**src/hw/rtl/hevm_pkg.sv**
```systemverilog
// Shared types, widths and constants of the heading error velocity mapper.
// No dependencies; every other file of the block refers to it by scoped names.
`default_nettype none

package hevm_pkg;

  // Field widths.
  localparam int unsigned VelW   = 16;
  localparam int unsigned QuatW  = 16;
  localparam int unsigned SpeedW = 15;
  localparam int unsigned RateW  = 16;

  // Internal datapath widths.
  localparam int unsigned SqW  = 2 * QuatW;         // one quaternion product
  localparam int unsigned HdW  = SqW + 2;           // heading component, Q6.28
  localparam int unsigned PrdW = HdW + VelW;        // heading times velocity
  localparam int unsigned CrW  = PrdW + 1;          // cross and dot products
  localparam int unsigned CwW  = CrW + 2;           // CORDIC x and y with gain
  localparam int unsigned AngW = 16;                // CORDIC angle, Q3.13
  localparam int unsigned ErrW = 15;                // clamped error in [0, pi]
  localparam int unsigned DiffW = 14;               // quarter turn minus error
  localparam int unsigned ProdW = SpeedW + DiffW;   // speed times remaining angle

  // CORDIC.
  localparam int unsigned CordicStages = 14;
  localparam int unsigned AtanEntries  = 24;

  // Angles in Q3.13.
  localparam int unsigned HalfPiQ13 = 12868;
  localparam int unsigned PiQ13     = 25736;

  // Division by a quarter turn as a multiplication by a rounded-up reciprocal.
  // With a 43 bit shift the result is exact for every product below 2^29.
  localparam int unsigned RecipShift = 43;
  localparam int unsigned RecipW     = 30;
  localparam logic [RecipW-1:0] RecipMul =
      RecipW'(((64'd1 << RecipShift) + 64'(HalfPiQ13) - 64'd1) / 64'(HalfPiQ13));
  localparam int unsigned ScaledW = ProdW + RecipW;

  // Reset values of the registers.
  localparam logic [SpeedW-1:0] MaxLinSpeedReset = SpeedW'(1024);
  localparam logic [SpeedW-1:0] MaxAngRateReset  = SpeedW'(8192);

  typedef enum logic [0:0] {
    CfgMaxLinSpeed = 1'b0,
    CfgMaxAngRate  = 1'b1
  } cfg_idx_e;

  typedef logic signed [VelW-1:0]  vel_t;
  typedef logic signed [QuatW-1:0] quat_t;
  typedef logic signed [CwW-1:0]   cw_t;
  typedef logic signed [AngW-1:0]  ang_t;

  typedef struct packed {
    vel_t  vel_x;
    vel_t  vel_y;
    quat_t quat_x;
    quat_t quat_y;
    quat_t quat_z;
    quat_t quat_w;
  } cmd_t;

  typedef struct packed {
    cw_t  x;
    cw_t  y;
    ang_t z;
    logic neg;
  } cordic_item_t;

  typedef struct packed {
    ang_t z;
    logic neg;
  } angle_item_t;

  // Arctangent of 2^-idx in Q3.13, rounded to nearest.
  function automatic ang_t atan_q13(input int unsigned idx);
    ang_t val;
    case (idx)
      0:       val = AngW'(6434);
      1:       val = AngW'(3798);
      2:       val = AngW'(2007);
      3:       val = AngW'(1019);
      4:       val = AngW'(511);
      5:       val = AngW'(256);
      6:       val = AngW'(128);
      7:       val = AngW'(64);
      8:       val = AngW'(32);
      9:       val = AngW'(16);
      10:      val = AngW'(8);
      11:      val = AngW'(4);
      12:      val = AngW'(2);
      13:      val = AngW'(1);
      default: val = '0;
    endcase
    return val;
  endfunction

endpackage

`default_nettype wire

```
**src/hw/rtl/hevm_back.sv**
```systemverilog
// Back end: clamps the heading error, forms the turn rate and scales the
// forward speed, ending in the output register. Uses hevm_pkg.
`default_nettype none

module hevm_back (
  input  wire logic                        clk_i,
  input  wire logic                        rst_ni,
  input  wire logic                        in_valid_i,
  output logic                             in_ready_o,
  input  wire hevm_pkg::angle_item_t       in_item_i,
  input  wire logic [hevm_pkg::SpeedW-1:0] max_lin_speed_i,
  input  wire logic [hevm_pkg::SpeedW-1:0] max_ang_rate_i,
  output logic                             out_valid_o,
  input  wire logic                        out_ready_i,
  output logic [hevm_pkg::SpeedW-1:0]      linear_speed_o,
  output logic signed [hevm_pkg::RateW-1:0] angular_rate_o
);

  localparam int unsigned NumStages = 4;
  localparam int unsigned LinLsb = hevm_pkg::RecipShift;
  localparam int unsigned LinMsb = hevm_pkg::RecipShift + hevm_pkg::SpeedW - 1;

  logic [NumStages-1:0] v_q;
  logic [NumStages-1:0] en;

  assign en[0] = ~v_q[0] | en[1];
  assign en[1] = ~v_q[1] | en[2];
  assign en[2] = ~v_q[2] | en[3];
  assign en[3] = ~v_q[3] | out_ready_i;

  assign in_ready_o  = en[0];
  assign out_valid_o = v_q[3];

  // Stage 0: error clamped to [0, pi].
  logic [hevm_pkg::ErrW-1:0]            err_q, err_d;
  logic                                 neg_q;
  // Stage 1: remaining angle to a quarter turn and signed turn rate.
  logic [hevm_pkg::DiffW-1:0]           diff_q, diff_d;
  logic signed [hevm_pkg::RateW-1:0]    ang1_q, ang1_d;
  // Stage 2: speed times remaining angle.
  logic [hevm_pkg::ProdW-1:0]           prod_q, prod_d;
  logic signed [hevm_pkg::RateW-1:0]    ang2_q;
  // Stage 3: output register.
  logic [hevm_pkg::SpeedW-1:0]          lin_q, lin_d;
  logic signed [hevm_pkg::RateW-1:0]    ang3_q;

  logic [hevm_pkg::ErrW-1:0]            mag;
  logic [hevm_pkg::ScaledW-1:0]         scaled;

  always_comb begin
    if (in_item_i.z[hevm_pkg::AngW-1]) begin
      err_d = '0;
    end else if (in_item_i.z > hevm_pkg::AngW'(hevm_pkg::PiQ13)) begin
      err_d = hevm_pkg::ErrW'(hevm_pkg::PiQ13);
    end else begin
      err_d = in_item_i.z[hevm_pkg::ErrW-1:0];
    end
  end

  always_comb begin
    if (err_q > hevm_pkg::ErrW'(hevm_pkg::HalfPiQ13)) begin
      diff_d = '0;
    end else begin
      diff_d = hevm_pkg::DiffW'(hevm_pkg::ErrW'(hevm_pkg::HalfPiQ13) - err_q);
    end
    mag    = (err_q < max_ang_rate_i) ? err_q : max_ang_rate_i;
    ang1_d = neg_q ? -$signed({1'b0, mag}) : $signed({1'b0, mag});
  end

  // Division by a quarter turn: the product times the reciprocal, shifted.
  always_comb begin
    prod_d = max_lin_speed_i * diff_q;
    scaled = prod_q * hevm_pkg::RecipMul;
    lin_d  = scaled[LinMsb:LinLsb];
  end

  always_ff @(posedge clk_i or negedge rst_ni) begin
    if (!rst_ni) begin
      v_q <= '0;
    end else begin
      if (en[0]) v_q[0] <= in_valid_i;
      if (en[1]) v_q[1] <= v_q[0];
      if (en[2]) v_q[2] <= v_q[1];
      if (en[3]) v_q[3] <= v_q[2];
    end
  end

  always_ff @(posedge clk_i) begin
    if (en[0]) begin
      err_q <= err_d;
      neg_q <= in_item_i.neg;
    end
    if (en[1]) begin
      diff_q <= diff_d;
      ang1_q <= ang1_d;
    end
    if (en[2]) begin
      prod_q <= prod_d;
      ang2_q <= ang1_q;
    end
    if (en[3]) begin
      lin_q  <= lin_d;
      ang3_q <= ang2_q;
    end
  end

  assign linear_speed_o = lin_q;
  assign angular_rate_o = ang3_q;

endmodule

`default_nettype wire

```
**config.mk**
```make
export PLATFORM = sky130hd
export DESIGN_NAME = hevm_back
export DESIGN_NICKNAME = d
export VERILOG_FILES = /design/src/hw/rtl/hevm_pkg.sv /design/src/hw/rtl/hevm_back.sv
export SDC_FILE = /design/constraint.sdc
export NUM_CORES = 2
export LEC_CHECK = 0
export BUFFER_PORTS_ARGS = -buffer_cell sky130_fd_sc_hd__buf_2
export CORE_MARGIN = 4
export CORE_UTILIZATION = 65
export CTS_CLUSTER_SIZE = 25
export DETAILED_ROUTE_END_ITERATION = 7
export HOLD_SLACK_MARGIN = 0.12
export PLACE_DENSITY = 0.85
export RECOVER_POWER = 50
export SETUP_SLACK_MARGIN = 0.1
export SLEW_MARGIN = 20
export SYNTH_ARGS = -nofsm -noshare
export SYNTH_HDL_FRONTEND = slang
export SYNTH_SLANG_ARGS = --single-unit
export TNS_END_PERCENT = 100
```
**constraint.sdc**
```tcl
create_clock -name clk_i -period 7.7 [get_ports clk_i]
set_clock_uncertainty 0.05 [all_clocks]
set_input_delay 0.77 -clock clk_i [delete_from_list [all_inputs] [get_ports clk_i]]
set_output_delay 0.77 -clock clk_i [all_outputs]
set_load 0.05 [all_outputs]
```
==> results.yml <==
worst_setup_path:
  rrSetupSlack_ns: 0.45
  crit_path_max_fanout: 6
  worstSetupEndpointType: "flop"
  crit_top_cell: "fa_1"
  crit_arrival_ns: 7.37
  max_stage_delay_ns: 0.58
  required_ns: 7.82
  cp-start-kind: "flop"
  critPathKind: "flop to flop"
  cp_slowest_cell: "edfxtp_1"
  path_cells: "inv_1 -> fa_1 -> fa_1 -> fa_1 -> inv_1 -> fa_1 -> fa_1 -> fa_1 -> fa_1 -> ha_1 -> ha_1 -> a21o_1 -> a211oi_2 -> nor2_1 -> o41ai_1 -> o211ai_1 -> o31a_2 -> a21boi_2 -> o41ai_1 -> xor2_1"
global_routing:
  grt_max_degree: 47
  grt_first_pass_wirelength_um: 104000
  grt_usage_pct: 30.9
  grt_overflow: 0
  grt_pass1_vias: 19300
  gr-max-usage-layer: "met2"
  met3_usage_pct: 7.25
  grt_use_met2_pct: 50.6
  antenna_found_initial: 0
  grt_util_met1_pct: 41.8
synth:
  synth_fa_ha_area_share_pct: 58.0
  synth_top_area_cell: "fa_1"
  synth_area_sq_mm: 0.0258
  ys_ff_latch: 126
  synth.distinct_cells: 70
  synthXorXnorAreaFrac_pct: 2.62
  syn_area_per_cell_sq_um: 10.4
  synth_top_area_share_pct: 37.0
  synth.most_common_cell: "inv_1"
  synth_compound_area_share_pct: 5.66
  yosys_warnings: 0
  ys_seq_area_share_pct: 14.6
  postSynthCellCount: 2490
  synth_edf_count: 122
  synthTopCellsByArea: "fa_1 37%, ha_1 21%, edfxtp_1 14%"
  yosys.area_share.simple_pct: 8.32
  async_flop_share_pct: 3.17
  synth_ff_type: "edfxtp_1"
  synthTopCellsByCount: "677 x inv_1, 477 x fa_1, 431 x ha_1"
  yosys-mux-area-fraction_pct: 0.194
  synth_top_family_by_area: "adder cells"
  syn-num-nets: 3449
cells_and_area:
  fill_cells: 2853
  insertedDiodeCount: 0
  areaGrowthSynthToFinish_pct: 5.97
  drive_above_1_share_pct: 5.10
  nNetsFinal: 3516
  post-route-util_pct: 70.2
placed_design:
  io_buffer_count: 83
  dp_hpwl_um: 55000
  gp_congestion: 1.07
timing:
  hold_viol: 0
  worst_pin_slew_ns: 1.89
  period_needed_ns: 7.25
  setup_tns_ns: 0
  fin_crit_sh_pct: 94.1
  setup_violations: 0
  slew_viol_final: 79
  rsz0062_at_grt: "false"
  max_freq_mhz: 138
  slew_headroom_pct: -26.2
die:
  die_x_um: 207
  coreArea_sq_mm: 0.0389
  initial_utilization_pct: 66.2
  die-area_sq_mm: 0.0429
  io-pin-count: 84
  fp.dieH_um: 207
  fp-row-count: 72
clock_network:
  hold_buffers: 1
  postCtsSetupBuffers: 0
  clock-sinks: 126
  ctsResizeCount: 0
  clk_pin_slew_ns: 0.07
  cts_buffers: 17
  cts_max_level: 4
  clk-insertion-delay-late_ns: 0.45
  cts_tree: "yes"
  cts_root_buffer: "clkbuf_16"
  cts_buffer_depth: 2
status:
  violations: "max-capacitance violations, max-slew violations"
  status: "finished with violations"
drt:
  antenna_left: 0
  vias_per_cell: 5.74
  wl_um: 64600
  vias: 17700
  first_iter_violations: 1484
  wl_per_cell_um: 20.9
  drt_pass1_iterations: 6
  drc: 0
run:
  cap_violations: 2
worst_hold_path:
  worstHoldPathType: "flop to flop"
[area by class of cell]
class | instances | area [sq um] | share of cell area (%)
multi-input combinational | 1640 | 19300 | 70.5
sequential | 126 | 3760 | 13.8
inverter | 677 | 2540 | 9.30
tap | 518 | 648 | 2.37
timing repair buffer | 95 | 482 | 1.76
clock buffer | 18 | 439 | 1.61
clock inverter | 14 | 173 | 0.632
[per-stage QoR]
step	setup WS [ns]	std cells	hold WS [ns]	area, sq um
finish	0.454	3088	0.367	27300
global route	0.120	3088	0.376	27300
CTS	0.440	3088	0.368	27300
detailed placement	0.489	3055	0.355	26700
global placement	0.643	3055	0.351	26700
floorplan	1.05	2490	0.350	25800
[per-layer routing]
metal | share of wire (%) | up-vias
met5 | 0 | -
met1 | 40 | 8958
li1 | - | 7883
met4 | 3.1 | 0
met3 | 9.0 | 143
met2 | 48 | 748
[final timing paths]
check | startpoint | endpoint | depth (start not counted)
setup / recovery | prod_q[14]$_DFFE_PP_ | linear_speed_o[13]$_DFFE_PP_ | 20
hold / removal | ang1_q[13]$_DFFE_PP_ | ang2_q[13]$_DFFE_PP_ | 0
setup reg to reg | prod_q[14]$_DFFE_PP_ | linear_speed_o[13]$_DFFE_PP_ | 20
hold reg to reg | ang1_q[13]$_DFFE_PP_ | ang2_q[13]$_DFFE_PP_ | 0
max in group asynchronous | rst_ni | v_q[1]$_DFFE_PN0P_ | 2
min in group asynchronous | rst_ni | v_q[3]$_DFFE_PN0P_ | 2
[critical path: cells and delay by family, from the launching register on]
kind	cells	cell delay (ns)
adder cells (fa/ha/maj)	9	4.10
AO/OA/AOI/OAI	7	1.69
flip-flops	1	0.58
buffers and inverters	2	0.30
XOR/XNOR	1	0.15
AND/OR/NAND/NOR	1	0.08
[placed cells by master, fill, tap and decap left out, types with 14 or more instances in the layout]
| master | n |
|---|---|
| o21ai_0 | 31 |
| a21oi_1 | 64 |
| buf_2 | 68 |
| and2_1 | 93 |
| nor2_1 | 66 |
| clkbuf_16 | 17 |
| inv_1 | 677 |
| xnor2_1 | 48 |
| a21o_1 | 22 |
| nand2_1 | 176 |
| nand3_1 | 19 |
| xor2_1 | 29 |
| nand4_1 | 14 |
| nor3_1 | 14 |
| fa_1 | 477 |
| edfxtp_1 | 122 |
| ha_1 | 431 |
| clkbuf_1 | 17 |
[registers in the layout, indices dropped and copies added, names as in the netlist]
signal	count
ang1_q	16
ang2_q	16
angular_rate_o	16
diff_q	14
err_q	15
linear_speed_o	15
neg_q	1
prod_q	29
v_q	4
[cells by family after synthesis]
logic type	Yosys count
flip-flops	126
buffers and inverters	724
AO/OA/AOI/OAI	210
multiplexers	5
XOR/XNOR	77
adder cells (fa/ha/maj)	908
AND/OR/NAND/NOR	440
Power is left out: the tool's default activity adds up to more than one toggle a clock period on the data nets, which glitch-free logic cannot reach.
